**src/epd_pkg.sv**
```systemverilog
// shared types and constants for the eeg packet deframer
// no dependencies; imported by every module of the block
package epd_pkg;

    localparam int unsigned CHANNELS_DEF = 8;
    localparam int unsigned STORE_DEPTH  = 25;
    localparam int unsigned IDX_W        = $clog2(STORE_DEPTH);

    localparam logic [7:0] HEADER_BYTE = 8'hA0;
    localparam logic [7:0] FOOTER_MASK = 8'hF0;
    localparam logic [7:0] FOOTER_MARK = 8'hC0;
    localparam logic [7:0] SN_ODD_MASK = 8'h01;
    localparam logic [5:0] POS_IDLE    = 6'd0;
    localparam logic [5:0] POS_FIRST   = 6'd1;
    localparam logic [5:0] FOOTER_POS  = 6'd32;

    typedef logic signed [23:0] t_sample;

    typedef struct packed {
        logic       err;
        logic       drop;
        logic [7:0] sn;
    } t_pkt_ctl;

endpackage

```
**src/epd_framer.sv**
```systemverilog
// byte framer: tracks packet position, stores payload, checks footer and sequence
// depends on epd_pkg
module epd_framer
    import epd_pkg::*;
#(
    parameter int unsigned CHANNELS = CHANNELS_DEF
) (
    input  logic       i_clk,
    input  logic       i_rst_n,
    input  logic       i_take,
    input  logic [7:0] i_byte,
    output logic       o_at_footer,
    output logic       o_load,
    output t_pkt_ctl   o_ctl,
    output t_sample    o_vals [CHANNELS]
);

    logic [5:0]       r_pos;
    logic [5:0]       n_pos;
    logic [7:0]       r_store [STORE_DEPTH];
    logic [7:0]       r_prev_sn;
    logic             r_first;
    logic [IDX_W-1:0] w_idx;
    logic             w_idle;
    logic             w_good;

    assign w_idle      = (r_pos == POS_IDLE) || (r_pos > FOOTER_POS);
    assign o_at_footer = (r_pos == FOOTER_POS);
    assign w_idx       = IDX_W'(r_pos - POS_FIRST);
    assign w_good      = (i_byte & FOOTER_MASK) == FOOTER_MARK;
    assign o_load      = i_take && o_at_footer;

    always_comb begin
        if (w_idle) begin
            n_pos = (i_byte == HEADER_BYTE) ? POS_FIRST : POS_IDLE;
        end else if (o_at_footer) begin
            n_pos = POS_IDLE;
        end else begin
            n_pos = r_pos + 6'd1;
        end
    end

    always_comb begin
        o_ctl.err  = !w_good;
        o_ctl.sn   = r_store[0];
        o_ctl.drop = w_good && !r_first && (r_store[0] != (r_prev_sn + 8'd1));
    end

    for (genvar g = 0; g < CHANNELS; g++) begin : g_val
        assign o_vals[g] = {r_store[1+3*g], r_store[2+3*g], r_store[3+3*g]};
    end

    always_ff @(posedge i_clk) begin
        if (!i_rst_n) begin
            r_pos     <= POS_IDLE;
            r_prev_sn <= '0;
            r_first   <= 1'b1;
        end else if (i_take) begin
            r_pos <= n_pos;
            if (o_at_footer) begin
                if (w_good) begin
                    r_first   <= 1'b0;
                    r_prev_sn <= r_store[0];
                end else begin
                    r_first <= 1'b1;
                end
            end
        end
    end

    always_ff @(posedge i_clk) begin
        if (i_take && !w_idle && !o_at_footer && (r_pos <= 6'(STORE_DEPTH))) begin
            r_store[w_idx] <= i_byte;
        end
    end

endmodule

```
**src/epd_emitter.sv**
```systemverilog
// result buffer: holds one framed packet and hands out its words one by one
// depends on epd_pkg
module epd_emitter
    import epd_pkg::*;
#(
    parameter int unsigned CHANNELS = CHANNELS_DEF
) (
    input  logic       i_clk,
    input  logic       i_rst_n,
    input  logic       i_load,
    input  t_pkt_ctl   i_ctl,
    input  t_sample    i_vals [CHANNELS],
    input  logic       i_out_stall,
    output logic       o_busy,
    output logic       o_out_valid,
    output logic [3:0] o_channel_index,
    output t_sample    o_sample_value,
    output logic [7:0] o_sample_number,
    output logic       o_dropped_flag,
    output logic       o_footer_error,
    output logic       o_last_of_packet
);

    localparam int unsigned CNT_W = (CHANNELS > 1) ? $clog2(CHANNELS) : 1;

    logic             r_pend;
    logic [CNT_W-1:0] r_cnt;
    t_pkt_ctl         r_ctl;
    t_sample          r_vals [CHANNELS];
    logic             w_take;
    logic             w_last;

    assign w_take = r_pend && !i_out_stall;
    assign w_last = r_ctl.err || (32'(r_cnt) == CHANNELS - 1);

    assign o_busy           = r_pend;
    assign o_out_valid      = r_pend;
    assign o_channel_index  = r_ctl.err ? 4'd0
                            : 4'({((r_ctl.sn & SN_ODD_MASK) != 8'd0), 3'(r_cnt)});
    assign o_sample_value   = r_ctl.err ? '0 : r_vals[r_cnt];
    assign o_sample_number  = r_ctl.sn;
    assign o_dropped_flag   = r_ctl.drop && !r_ctl.err;
    assign o_footer_error   = r_ctl.err;
    assign o_last_of_packet = w_last;

    always_ff @(posedge i_clk) begin
        if (!i_rst_n) begin
            r_pend <= 1'b0;
            r_cnt  <= '0;
        end else if (i_load) begin
            r_pend <= 1'b1;
            r_cnt  <= '0;
        end else if (w_take) begin
            if (w_last) begin
                r_pend <= 1'b0;
            end else begin
                r_cnt <= r_cnt + 1'b1;
            end
        end
    end

    always_ff @(posedge i_clk) begin
        if (i_load) begin
            r_ctl  <= i_ctl;
            r_vals <= i_vals;
        end
    end

    a_load_idle: assert property (@(posedge i_clk) disable iff (!i_rst_n)
        i_load |-> !r_pend)
        else $error("packet loaded while results still pending");

    a_cnt_range: assert property (@(posedge i_clk) disable iff (!i_rst_n)
        r_pend |-> (32'(r_cnt) < CHANNELS))
        else $error("word counter beyond channel count");

    a_err_single: assert property (@(posedge i_clk) disable iff (!i_rst_n)
        (r_pend && r_ctl.err) |-> (r_cnt == '0))
        else $error("error packet emitting more than one word");

    a_drain: assert property (@(posedge i_clk) disable iff (!i_rst_n)
        (w_take && w_last && !i_load) |=> (!r_pend || $past(i_load)))
        else $error("results continue past last word");

endmodule

```
**src/eeg_packet_deframer.sv**
```systemverilog
// Top level of the eeg packet deframer: one serial byte per input word, 33-byte
// packets (header 0xA0, sample number, eight 24-bit big-endian counts, six aux
// bytes, footer 0xCx), up to eight result words per packet. Depends on epd_pkg,
// epd_framer and epd_emitter.
//
// A valid byte is taken every cycle. Only the footer byte can be held off: it waits
// while the result buffer still holds words of the previous packet, since the
// single buffer takes one packet at a time. A good footer yields CHANNELS result
// words, a bad one a single error word; the first result is offered the cycle
// after the footer is taken, then one word per cycle the output is not stalled.
module eeg_packet_deframer
    import epd_pkg::*;
#(
    parameter int unsigned CHANNELS = CHANNELS_DEF
) (
    input  logic       i_clk,
    input  logic       i_rst_n,
    input  logic       i_in_valid,
    output logic       o_in_stall,
    input  logic [7:0] i_rx_byte,
    output logic       o_out_valid,
    input  logic       i_out_stall,
    output logic [3:0] o_channel_index,
    output t_sample    o_sample_value,
    output logic [7:0] o_sample_number,
    output logic       o_dropped_flag,
    output logic       o_footer_error,
    output logic       o_last_of_packet
);

    logic     w_take;
    logic     w_at_footer;
    logic     w_load;
    logic     w_busy;
    t_pkt_ctl w_ctl;
    t_sample  w_vals [CHANNELS];

    assign o_in_stall = w_at_footer && w_busy;
    assign w_take     = i_in_valid && !o_in_stall;

    epd_framer #(
        .CHANNELS (CHANNELS)
    ) u_framer (
        .i_clk       (i_clk),
        .i_rst_n     (i_rst_n),
        .i_take      (w_take),
        .i_byte      (i_rx_byte),
        .o_at_footer (w_at_footer),
        .o_load      (w_load),
        .o_ctl       (w_ctl),
        .o_vals      (w_vals)
    );

    epd_emitter #(
        .CHANNELS (CHANNELS)
    ) u_emitter (
        .i_clk            (i_clk),
        .i_rst_n          (i_rst_n),
        .i_load           (w_load),
        .i_ctl            (w_ctl),
        .i_vals           (w_vals),
        .i_out_stall      (i_out_stall),
        .o_busy           (w_busy),
        .o_out_valid      (o_out_valid),
        .o_channel_index  (o_channel_index),
        .o_sample_value   (o_sample_value),
        .o_sample_number  (o_sample_number),
        .o_dropped_flag   (o_dropped_flag),
        .o_footer_error   (o_footer_error),
        .o_last_of_packet (o_last_of_packet)
    );

endmodule

```
**config.mk**
```make
export PLATFORM = sky130hd
export DESIGN_NAME = eeg_packet_deframer
export DESIGN_NICKNAME = d
export VERILOG_FILES = /design/src/epd_pkg.sv /design/src/epd_framer.sv /design/src/epd_emitter.sv /design/src/eeg_packet_deframer.sv
export SDC_FILE = /design/constraint.sdc
export NUM_CORES = 1
export LEC_CHECK = 0
export BUFFER_PORTS_ARGS = -buffer_cell sky130_fd_sc_hd__buf_2
export CORE_MARGIN = 5
export CORE_UTILIZATION = 53
export CTS_BUF_LIST = sky130_fd_sc_hd__clkbuf_4 sky130_fd_sc_hd__clkbuf_8
export CTS_CLUSTER_DIAMETER = 30
export DETAILED_ROUTE_END_ITERATION = 10
export PLACE_DENSITY = 0.78
export SYNTH_ARGS = -nofsm -noshare
export SYNTH_HDL_FRONTEND = slang
export SYNTH_SLANG_ARGS = --single-unit
```
**constraint.sdc**
```tcl
create_clock -name i_clk -period 5.91 [get_ports i_clk]
set_input_delay 0.591 -clock i_clk [delete_from_list [all_inputs] [get_ports i_clk]]
set_output_delay 0.591 -clock i_clk [all_outputs]
set_load 0.03 [all_outputs]
```
Word level (Yosys, flattened, before mapping)
Memories as Yosys holds them, arrays and structs flattened. A register that Yosys moved wholly into a read port is not among the register bits.
Index checks and enable logic that the tools add are counted.
{ "classes": {"add_sub_neg": 4, "magnitude_cmp": 3, "n_eq_ne": 5, "mux": 14, "bitwise_logic": 3, "reduce_logical": 27} }
{ "ops": {"columns": ["cell", "count"], "rows": [
  ["24-bit binary-select mux with 3-bit select", 1],
  ["24-bit two-way mux", 3],
  ["6-bit two-way mux", 2],
  ["1-bit logical AND", 10],
  ["8-bit by 1-bit adder with 8-bit output (second input constant)", 1],
  ["8-bit == test (second input constant)", 1],
  ["8-bit != test", 1],
  ["1-bit logical NOT", 7],
  ["1-bit two-way mux", 7],
  ["6-bit by 1-bit adder with 6-bit output (second input constant)", 1],
  ["6-bit == test (second input constant)", 1],
  ["6-bit greater-than comparator (second input constant)", 1],
  ["6-bit by 5-bit less-or-equal comparator with 1-bit output (second input constant)", 1],
  ["6-bit logical NOT", 1],
  ["2-bit AND reduction", 3],
  ["5-bit by 1-bit subtractor with 5-bit output (second input constant)", 1],
  ["4-bit == test (second input constant)", 1],
  ["4-bit >= comparator (second input constant)", 1],
  ["4-bit two-way mux", 1],
  ["3-bit inverter with 4-bit output", 1],
  ["2-bit nonzero test", 2],
  ["3-bit by 1-bit adder with 3-bit output (second input constant)", 1],
  ["3-bit == test (second input constant)", 1],
  ["3-bit AND reduction", 1],
  ["3 further kinds", 5]
]} }
{ "word_totals": {"ff_bits": 29, "mem_bits_rw": 200, "input_bits": 12, "out_inout_bits": 41, "wordCells": 65, "mem_count": 1} }
{ "memory_table": {"columns": ["name", "words", "width", "read_ports", "rd_clocked_by_memory_dff", "wr", "line", "text"], "rows": [
  ["u_framer.r_store", 25, 8, 25, 24, 1, "epd_framer.sv:20", "logic [7:0] r_store [STORE_DEPTH];"]
]} }

Logic depth before layout (Yosys ltp)
Gate-level depths: netlist of run 1.
{ "logic_depth": {"word_depth": 9, "mapped_depth": 7, "mapped_depth_nobuf": 7} }

Modules after synthesis
Synthesis of run 1 repeated with hierarchy kept, for this count alone.
{ "hier_totals": {"hier_cells": 717, "area_unflattened_um2": 15224.6} }
{ "modules_own_cells": {"columns": ["module", "instances", "cells_per_inst", "area_each_um2", "seq_area_each_um2"], "rows": [
  ["epd_emitter", 1, 348, 7948.9, 6145.9],
  ["epd_framer", 1, 367, 7262.0, 6306.0],
  ["eeg_packet_deframer", 1, 2, 13.8, 0.0]
]} }

Least setup slack after synthesis of run 1
OpenSTA, ideal clock, no wires.
{ "synth_path": {"path_kind": "register -> register", "start": "register u_framer.r_pos[0]", "end": "register o_sample_number[1] (netlist name)", "setup_time_ps": 554, "t_arrival_ps": 5376, "t_required_ps": 5356, "slack_ps": -20, "path_stages_with_launch": 6, "n_path_buf": 0, "synth_period_minus_slack_ps": 5930, "cell_sequence": "dfxtp_1 -> inv_1 -> ha_1 -> or4b_4 -> or3_1 -> inv_1"} }
{ "synth_via": {"elab_chain_cells": 5} }
{ "synth_rtl": {"columns": ["item", "line", "text"], "rows": [
  ["start: declaration", "epd_framer.sv:18", "logic [5:0] r_pos;"],
  ["start signal: assignment", "epd_framer.sv:59", "r_pos <= n_pos;"],
  ["6-bit == test (*)", "epd_framer.sv:28", "assign o_at_footer = (r_pos == FOOTER_POS);"],
  ["1-bit logical AND", "eeg_packet_deframer.sv:38", "assign o_in_stall = w_at_footer && w_busy;"],
  ["1-bit logical NOT", "eeg_packet_deframer.sv:39", "assign w_take = i_in_valid && !o_in_stall;"],
  ["1-bit logical AND", "eeg_packet_deframer.sv:39", null],
  ["1-bit logical AND (*)", "epd_framer.sv:31", "assign o_load = i_take && o_at_footer;"],
  ["named net u_emitter.i_load", "epd_emitter.sv:10", "input logic i_load,"]
]} }
The timed path passes the listed nets; every way through them passes the cells marked *.
A chain may end at the register's enable or synchronous reset.

Worst setup path in the final report of run 1
{ "layout_path": {"start": "register u_emitter.r_cnt[0]", "end": "output o_sample_value[6]"} }
{ "layout_via": {"elab_chain_cells": 5} }
{ "layout_rtl": {"columns": ["item", "line", "text"], "rows": [
  ["start: declaration", "epd_emitter.sv:27", "logic [CNT_W-1:0] r_cnt;"],
  ["start signal: assignment", "epd_emitter.sv:57", "r_cnt <= r_cnt + 1'b1;"],
  ["3-bit inverter with 4-bit output (not written as such)", "epd_emitter.sv:40", "assign o_sample_value = r_ctl.err ? '0 : r_vals[r_cnt];"],
  ["24-bit binary-select mux with 3-bit select", "epd_emitter.sv:40", null],
  ["24-bit two-way mux (not written as such) (2 in series)", "epd_emitter.sv:40", null],
  ["24-bit two-way mux", "epd_emitter.sv:40", null],
  ["end: declaration", "eeg_packet_deframer.sv:24", "output t_sample o_sample_value,"]
]} }
No other way between the ends. The select of a mux whose other input is x is not followed.

==> impl_metrics.toml, run 1 <==
[worst_setup_path]
r2r_start = "u_framer.r_pos[0]"
crit_type = "reg -> out"
required_ns = 5.32
worst-path-max-fanout = 27
startpoint = "u_emitter.r_cnt[0]"
reg2regPathDepth = 6
endpoint_kind = "primary output"
cp.arrival_ns = 2.98
cp-start-kind = "flip-flop"

[sta]
rsz0062_at_grt = "false"
setup_slack_ns = 2.34
setup_viol = 0
finClkSkew_ns = 0.0264
timing.final.max_slew_violations = 0
maxSlewHeadroom = 0.105
setup_tns_ns = 0
hold_viol = 0
fmax_mhz = 280
period_share = 0.604
fin_crit_ns = 3.57
tightest_slew_ns = 1.33

[global_route]
gr-usage-all-layers = 0.168
grt_pass1_vias = 6885
antenna_found_initial = 0
grt-ovfl-total = 0
grt_max_degree = 77
grt_pass1_wl_um = 40000

[cells_and_area]
drive_above_1_share = 0.249
nets = 828
final-seq-area_sq_mm = 0.0125
final_common_cell = "edfxtp_1"
final_cell_area_sq_mm = 0.0170
fin_cells = 1234
area_growth_pct = 12.0
multi_input_area_sq_mm = 0.00253
fill_cells = 1945
diodes = 0
layout_common_cells = "edfxtp_1 (402), clkbuf_8 (61), nor2_1 (52), buf_2 (52), mux4_2 (48)"

[synth]
synth-async-reset-ratio = 0
ys_top_cells_by_area = "edfxtp_1 (79%), mux4_2 (7.1%), dfxtp_1 (2.5%), mux2i_1 (2.4%), nor2_1 (1.3%)"
synthFlopType = "edfxtp_1"
synth_cell_types = 48
synth_seq_area_share = 0.820
yosysTopAreaCell = "edfxtp_1"
synth_edf_count = 402
netlist_area_sq_mm = 0.0152
syn-num-nets = 738
synth_seq_cells = 421
syn_area_per_cell_sq_um = 21.1
yosysWarnings = 0
synthCells = 718
synth_top_area_share = 0.795

[routing]
drt-pass1-iter-count = 5
wl_per_cell_um = 21.2
drc_errors = 0
vias_per_cell = 5.38
wirelength_um = 26100
drtAntennaViolNets = 0
drt-initial-drc-count = 578
vias = 6636

[clocking]
clkTransAtPathRegs_ns = 0.06
cts_tree = "yes"
cts_buffer_depth = 3
ctsHtreeMaxLevel = 2
cts_buffers = 61
cts_resized = 0
cts-root-buf = "clkbuf_8"
cts_sinks = 421
clk_latency_ns = 0.59
postCtsSetupRepairBufs = 0
cts_hold_buf = 0

[floorplan]
die_area_sq_mm = 0.0321
io-pin-count = 53
fp-row-count = 62
start_util = 0.533
die_width_um = 179
core_sq_mm = 0.0285
die_y_um = 179

[place]
dpl-instance-area_sq_mm = 0.0158
io_buffers = 52
placed_cells = 1128
dp_hpwl_um = 15100
place_congestion = 0.858
dp_slack_ns = 2.49

[min_path]
min_delay_path_depth = 2
min_path_type = "in -> reg"
hold_path.startpoint = "i_in_valid"

[power]
power_leakage_nw = 5.48
power.total_mw = 5.59
p_per_area_mw_per_mm2 = 329
ir_drop_v = 0.000172

[run_status]
status = "complete, no violations"

[flow_run]
drv_cap = 0
-- cells by family (layout without fill, tap and decap cells) --
kind of cell / count (synthesis) / count (layout) / synth area share
buffers and inverters: 41 / 173 / 0.0135
flip-flops: 421 / 421 / 0.820
adder cells (fa/ha/maj): 8 / 8 / 0.00659
multiplexers: 85 / 85 / 0.0956
AND/OR/NAND/NOR: 119 / 119 / 0.0410
XOR/XNOR: 13 / 13 / 0.00840
AO/OA/AOI/OAI: 31 / 31 / 0.0149
-- cells in the mapped netlist (4+ instances only) --
cell / number
buf_2: 5
mux4_2: 48
xnor2_1: 8
inv_1: 8
edfxtp_1: 402
mux2i_1: 37
nor2b_1: 18
buf_4: 8
clkbuf_1: 16
nor2_1: 52
nor3_1: 5
nand2_1: 10
xor2_1: 4
ha_1: 8
o21ai_0: 7
dfxtp_1: 19
a21boi_0: 5
nand3_1: 5
and3_1: 4
-- critical path, stage by stage, from the launching register on --
cell and delay, ns:
dfxtp_4 0.72, buf_4 0.57, mux4_2 0.60, mux2i_1 0.20, nor2_1 0.06, buf_2 0.19
-- layer usage --
layer,wire [um],GRT usage,vias up
met5,0,0,-
met4,527,0.0511,0
met3,1360,0.0291,37
met2,13300,0.286,208
met1,10900,0.226,3351
li1,-,-,3040
-- metrics by stage --
step,util,hold slack (ns)
3_5_place_dp,0.556,0.405
2_1_floorplan,-,0.400
5_1_grt,0.597,0.276
4_1_cts,0.597,0.261
6_report,0.597,0.292
3_3_place_gp,0.556,0.400
-- path summary, 6_finish.rpt --
kind | endpoint | slack (ns)
setup / recovery | o_sample_value[6] | 2.34
hold / removal | u_framer.r_pos[5] | 0.29
setup reg to reg | u_emitter.r_vals[86] | 2.48
hold reg to reg | u_emitter.r_vals[125] | 0.41
-- state kept, by name, indices dropped and copies added (netlist names) --
name	count
u_framer.r_pos	6
u_emitter.r_cnt	3
u_framer.r_prev_sn	8
u_emitter.o_footer_error	1
u_framer.r_first	1
u_emitter.r_ctl	1
u_emitter.r_vals	192
u_emitter.o_sample_number	1
u_emitter.o_busy	1
u_framer.r_store	200
o_sample_number	7
-- cell type report --
type | count | area share
inverters | 8 | 0.00199
multi-input cells | 256 | 0.149
clock buffers | 78 | 0.0569
clock inverters | 27 | 0.0126
repair buffers | 60 | 0.0188
well taps | 384 | 0.0282
flip-flops and latches | 421 | 0.733
-- power by group --
group	switching, mW	leakage (nW)	internal, mW
logic	0.0702	1.08	0.0235
registers	0.00984	3.79	3.28
clock network	1.01	0.613	1.20
(Power assumes the default switching activity.)
==> run 2: changes to the inputs <==
PLACE_DENSITY = 0.75   (was 0.78)
clock period = 3.7 ns   (was 5.91 ns; I/O delays follow)
==> impl_metrics.toml, run 2 (same netlist as run 1, synthesis figures left out) <==
[run_status]
status = "complete, no violations"

[cells_and_area]
area_growth_pct = 14.2
nets = 842
final_cell_area_sq_mm = 0.0173
fin_cells = 1259
layout_common_cells = "edfxtp_1 (402), clkbuf_8 (73), nor2_1 (52), buf_2 (52), mux4_2 (48)"
top_regs = "u_framer.r_store: 200 flops, u_emitter.r_vals: 192 flops, u_framer.r_prev_sn: 8 flops"
drive_above_1_share = 0.278
diodes = 0
fill_cells = 1948
largest_register = "u_framer.r_store"
final_common_cell = "edfxtp_1"
largest_reg_flops = 200
multi_input_area_sq_mm = 0.00255
final-seq-area_sq_mm = 0.0125

[power]
power_leakage_nw = 5.64
switchingPower_mw = 1.86
swShare = 0.197
p_per_area_mw_per_mm2 = 544
p_seq_frac = 0.556
ir_drop_v = 0.000252
power_frac_clock = 0.427
combinationalPowerShare = 0.016
intPower_mw = 7.58

[global_route]
grt-ovfl-total = 0
antenna_found_initial = 0
grt_pass1_vias = 7186
grt_pass1_wl_um = 41800
grt_max_degree = 116
gr-usage-all-layers = 0.177

[routing]
wl_per_cell_um = 21.7
vias_per_cell = 5.44
wirelength_um = 27400
drc_errors = 0
top_layer_used = "met4"
drt-met1-wl_um = 11600
drt-pass1-iter-count = 5
vias = 6854
drt-initial-drc-count = 511
wl_met3_um = 1610
drtAntennaViolNets = 0
wl_met2_um = 13700

[clocking]
cts_resized = 0
cts_buffers = 69
cts_buffer_depth = 3
clk_latency_ns = 0.56
cts-root-buf = "clkbuf_8"
ctsHtreeMaxLevel = 3
clkTransAtPathRegs_ns = 0.05
cts_sinks = 421
cts_tree = "yes"
postCtsSetupRepairBufs = 0
cts_hold_buf = 0

[sta]
setup_viol = 0
fmax_mhz = 315
finClkSkew_ns = 0.0182
hold_viol = 0
period_share = 0.858
timing.final.max_slew_violations = 0
tightest_slew_ns = 1.01
rsz0062_at_grt = "false"
maxSlewHeadroom = 0.325
fin_crit_ns = 3.17

[floorplan]
die_width_um = 179
core_sq_mm = 0.0285
die_y_um = 179
fp-row-count = 62
io-pin-count = 53
start_util = 0.533
die_area_sq_mm = 0.0321

[place]
io_buffers = 52
placed_cells = 1135
dp_hpwl_um = 16200
place_congestion = 0.813
dpl-instance-area_sq_mm = 0.0159

[worst_setup_path]
cp.arrival_ns = 2.80
endpoint_kind = "primary output"
worst-path-max-fanout = 43
required_ns = 3.33
reg2regPathDepth = 6
cp-start-kind = "flip-flop"
crit_type = "reg -> out"

[flow_run]
drv_cap = 0

[min_path]
min_delay_path_depth = 2
min_path_type = "in -> reg"
[run 2: cell count changes in the layout (fill, tap and decap cells not counted), sizes merged]
cell      delta
clkinv       +3
inv          +2
buf          +7
clkinvlp     +1
bufinv       +1
clkbuf      +11
[run 2: final cells by class]
type	count	share of cell area
Sequential cell	421	0.719
Multi-Input combinational cell	256	0.147
Clock buffer	90	0.0653
Tap cell	384	0.0277
Timing Repair Buffer	66	0.0225
Clock inverter	34	0.0166
Inverter	8	0.00224
[run 2: power by group through the flow]
| stage | combinational (mW) | clock, mW | sequential, mW |
|---|---|---|---|
| after floorplan | 0.0790 | 0 | 5.35 |
| final | 0.155 | 4.04 | 5.25 |
| after global placement | 0.155 | 0 | 5.35 |
| after CTS | 0.158 | 4.13 | 5.25 |
| after global routing | 0.167 | 4.38 | 5.25 |
| after detailed placement | 0.158 | 0 | 5.35 |
[run 2: metrics by stage]
step | TNS [ns] | power (mW) | setup slack (ns) | hold slack (ns) | utilization
4_1_cts | 0 | 9.54 | 0.448 | 0.0917 | 0.609
3_3_place_gp | 0 | 5.51 | 0.995 | 0.400 | 0.559
2_1_floorplan | -116.35 | 5.43 | -0.576 | 0.400 | -
5_1_grt | 0 | 9.80 | 0.265 | 0.106 | 0.609
6_report | 0 | 9.44 | 0.526 | 0.118 | 0.609
3_5_place_dp | 0 | 5.51 | 0.881 | 0.405 | 0.559
[run 2: final timing paths]
path                     startpoint                      to  slack, ns
max              u_emitter.r_cnt[0]       o_sample_value[9]       0.53
min                      i_in_valid       u_framer.r_pos[5]       0.12
max reg2reg       u_framer.r_pos[0]  u_framer.r_store[4][2]       0.87
min reg2reg  u_framer.r_store[1][3]   u_emitter.r_vals[187]       0.41
[run 2: worst max-delay path, cell delays in order (launching register included)]
cell and delay (ns):
dfxtp_4 0.94, buf_4 0.35, mux4_2 0.51, mux2i_1 0.16, nor2_1 0.05, buf_2 0.18
[run 2: layer usage]
layer	up-vias	global-route usage
met3	36	0.0409
met4	0	0.0549
met2	223	0.283
met1	3522	0.245
li1	3073	-
met5	-	0
==> run 3: changes to the inputs <==
ABC_AREA = 1   (was unset)
RECOVER_POWER = 100   (was unset)
==> impl_metrics.toml, run 3 <==
[run_status]
status = "finished with violations"
violations = "capacitance limit, slew limit"

[floorplan]
io-pin-count = 53
die_width_um = 180
die_y_um = 180
core_sq_mm = 0.0287
fp-row-count = 62
die_area_sq_mm = 0.0325
start_util = 0.536

[place]
dp_hpwl_um = 17900
place_congestion = 0.855
dpl-instance-area_sq_mm = 0.0162
placed_cells = 1448
io_buffers = 52

[routing]
drt-initial-drc-count = 989
drtAntennaViolNets = 0
vias_per_cell = 5.56
vias = 8711
wirelength_um = 31900
wl_per_cell_um = 20.3
drc_errors = 0
drt-pass1-iter-count = 5

[worst_setup_path]
path_cells = "inv_2, clkbuf_2, o21ai_0, o22ai_1, nand2_1, nand2_1, clkbuf_1"
crit_path_top_delay_cell = "clkbuf_2"
worst-path-max-fanout = 36
critPathMaxStageDelay_ns = 0.69
crit_type = "reg -> out"
startpoint = "u_emitter.r_cnt[0]"
cp_top_family = "buffers and inverters"
required_ns = 3.33
endpoint_kind = "primary output"
crit_buf_inv = 3
cp-start-kind = "flip-flop"
r2r_start = "u_framer.r_pos[2]"
cp_common_cell = "nand2_1"
cp.arrival_ns = 2.87

[sta]
rsz0062_at_grt = "false"
maxSlewHeadroom = -0.0879
finClkSkew_ns = 0.0224
fmax_mhz = 309
timing.hold.ws_ns = 0.130
setup_tns_ns = 0
setup_viol = 0
period_share = 0.876
timing.final.max_slew_violations = 135
fin_crit_ns = 3.24
tightest_slew_ns = 1.63
hold_viol = 0

[cells_and_area]
fin_cells = 1568
final_common_cell = "edfxtp_1"
diodes = 0
top_regs = "u_framer.r_store: 200 flops, u_emitter.r_vals: 192 flops, u_framer.r_prev_sn: 8 flops"
nets = 1153
fill_cells = 2128
largest_reg_flops = 200
largest_register = "u_framer.r_store"
final_cell_area_sq_mm = 0.0173
drive_above_1_share = 0.129
layout_common_cells = "edfxtp_1 (402), nor2_1 (167), nand2_1 (113), o21ai_0 (97), clkbuf_8 (73)"
area_growth_pct = 12.8

[global_route]
grt_pass1_vias = 8697
antenna_found_initial = 0
gr-usage-all-layers = 0.195
grt_max_degree = 99
grt-ovfl-total = 0
grt_pass1_wl_um = 49100

[synth]
synth-xor-area-share = 0.00797
synth_seq_area_share = 0.809
yosysWarnings = 0
syn_area_per_cell_sq_um = 14.9
synthTopCellsByCount = "edfxtp_1 (402), nor2_1 (167), nand2_1 (111)"
synth_cell_types = 33
synthCells = 1033
synth_compound_area_frac = 0.0570
synth_top_family_by_area = "simple AND/OR/NAND/NOR gates"
ys_top_cells_by_area = "edfxtp_1 (78%), nor2_1 (4.1%), o21ai_0 (3.1%), nand2_1 (2.7%), dfxtp_1 (2.5%)"
yosysTopAreaCell = "edfxtp_1"
synth.most_common_cell = "edfxtp_1"
synth_seq_cells = 421
synthFlopType = "edfxtp_1"
muxShareOfSynthArea = 0
syn-num-nets = 1053
netlist_area_sq_mm = 0.0154
synth_edf_count = 402
synth_top_area_share = 0.785
yosys.area_share.adder = 0.00651
synth-async-reset-ratio = 0
synthSimpleGateAreaFrac = 0.0926

[clocking]
clk_latency_ns = 0.57
cts-root-buf = "clkbuf_8"
cts_buffers = 67
cts_buffer_depth = 3
ctsHtreeMaxLevel = 3
cts_resized = 0
postCtsSetupRepairBufs = 0
cts_tree = "yes"
cts_hold_buf = 0
cts_sinks = 421
clkTransAtPathRegs_ns = 0.06

[power]
p_seq_frac = 0.555
ir_drop_v = 0.000263
power_leakage_nw = 5.93
intPower_mw = 7.50
combinationalPowerShare = 0.020
p_per_area_mw_per_mm2 = 545
swShare = 0.207
switchingPower_mw = 1.96
power.total_mw = 9.46
power_frac_clock = 0.425

[min_path]
min_path_type = "in -> reg"
hold_path.startpoint = "i_out_stall"

[flow_run]
drv_cap = 5
==> run 3: logic make-up after synthesis <==
group	Yosys count
buffers and inverters	90
DFF	421
AOI/OAI and AO/OA	160
xor gates and xnor gates	14
adders and majority gates	8
and+or+nand+nor	340
==> run 3: per-stage QoR <==
stage,setup slack (ns),util
after floorplan,-0.568,-
after detailed placement,1.14,0.563
after global placement,1.28,0.563
after CTS,0.614,0.611
after global routing,0.268,0.604
final,0.459,0.604
==> run 3: area by class of cell <==
type | instances | area, sq um | area share
Clock buffer | 82 | 1070 | 0.0618
Clock inverter | 38 | 315 | 0.0182
Inverter | 41 | 154 | 0.00887
Multi-Input combinational cell | 522 | 2490 | 0.144
Sequential cell | 421 | 12500 | 0.718
Tap cell | 384 | 480 | 0.0277
Timing Repair Buffer | 80 | 372 | 0.0214
==> run 3: power groups by stage <==
stage	registers [mW]	logic (mW)	clock network, mW
2_1_floorplan	5.35	0.107	0
3_3_place_gp	5.35	0.202	0
3_5_place_dp	5.35	0.205	0
4_1_cts	5.25	0.207	4.09
5_1_grt	5.25	0.208	4.34
6_report	5.25	0.192	4.02
==> run 3: path summary, 6_finish.rpt <==
path                                         endpoint  slack, ns  depth (start not counted)
worst max-delay path                o_sample_value[5]       0.46                          7
worst min-delay path               u_emitter.r_cnt[1]       0.13                          4
worst max register to register  u_emitter.r_vals[100]       0.53                          7
worst min register to register  u_emitter.r_vals[109]       0.40                          0
==> run 3: metal layers <==
layer / GRT usage / wire length [um] / vias up
met2: 0.316 / 15500 / 467
li1: - / - / 3953
met3: 0.0408 / 2760 / 68
met1: 0.267 / 12900 / 4223
met5: 0 / 0 / -
met4: 0.0681 / 765 / 0
==> run 3: worst register-to-register path: stages (launching register included) <==
cell and delay (ns):
dfxtp_1 0.60, nor2_8 0.07, nand2_1 0.13, nor2_1 0.12, nand2_4 0.08, nand2_1 0.17
nor2_4 0.57, clkbuf_4 0.97
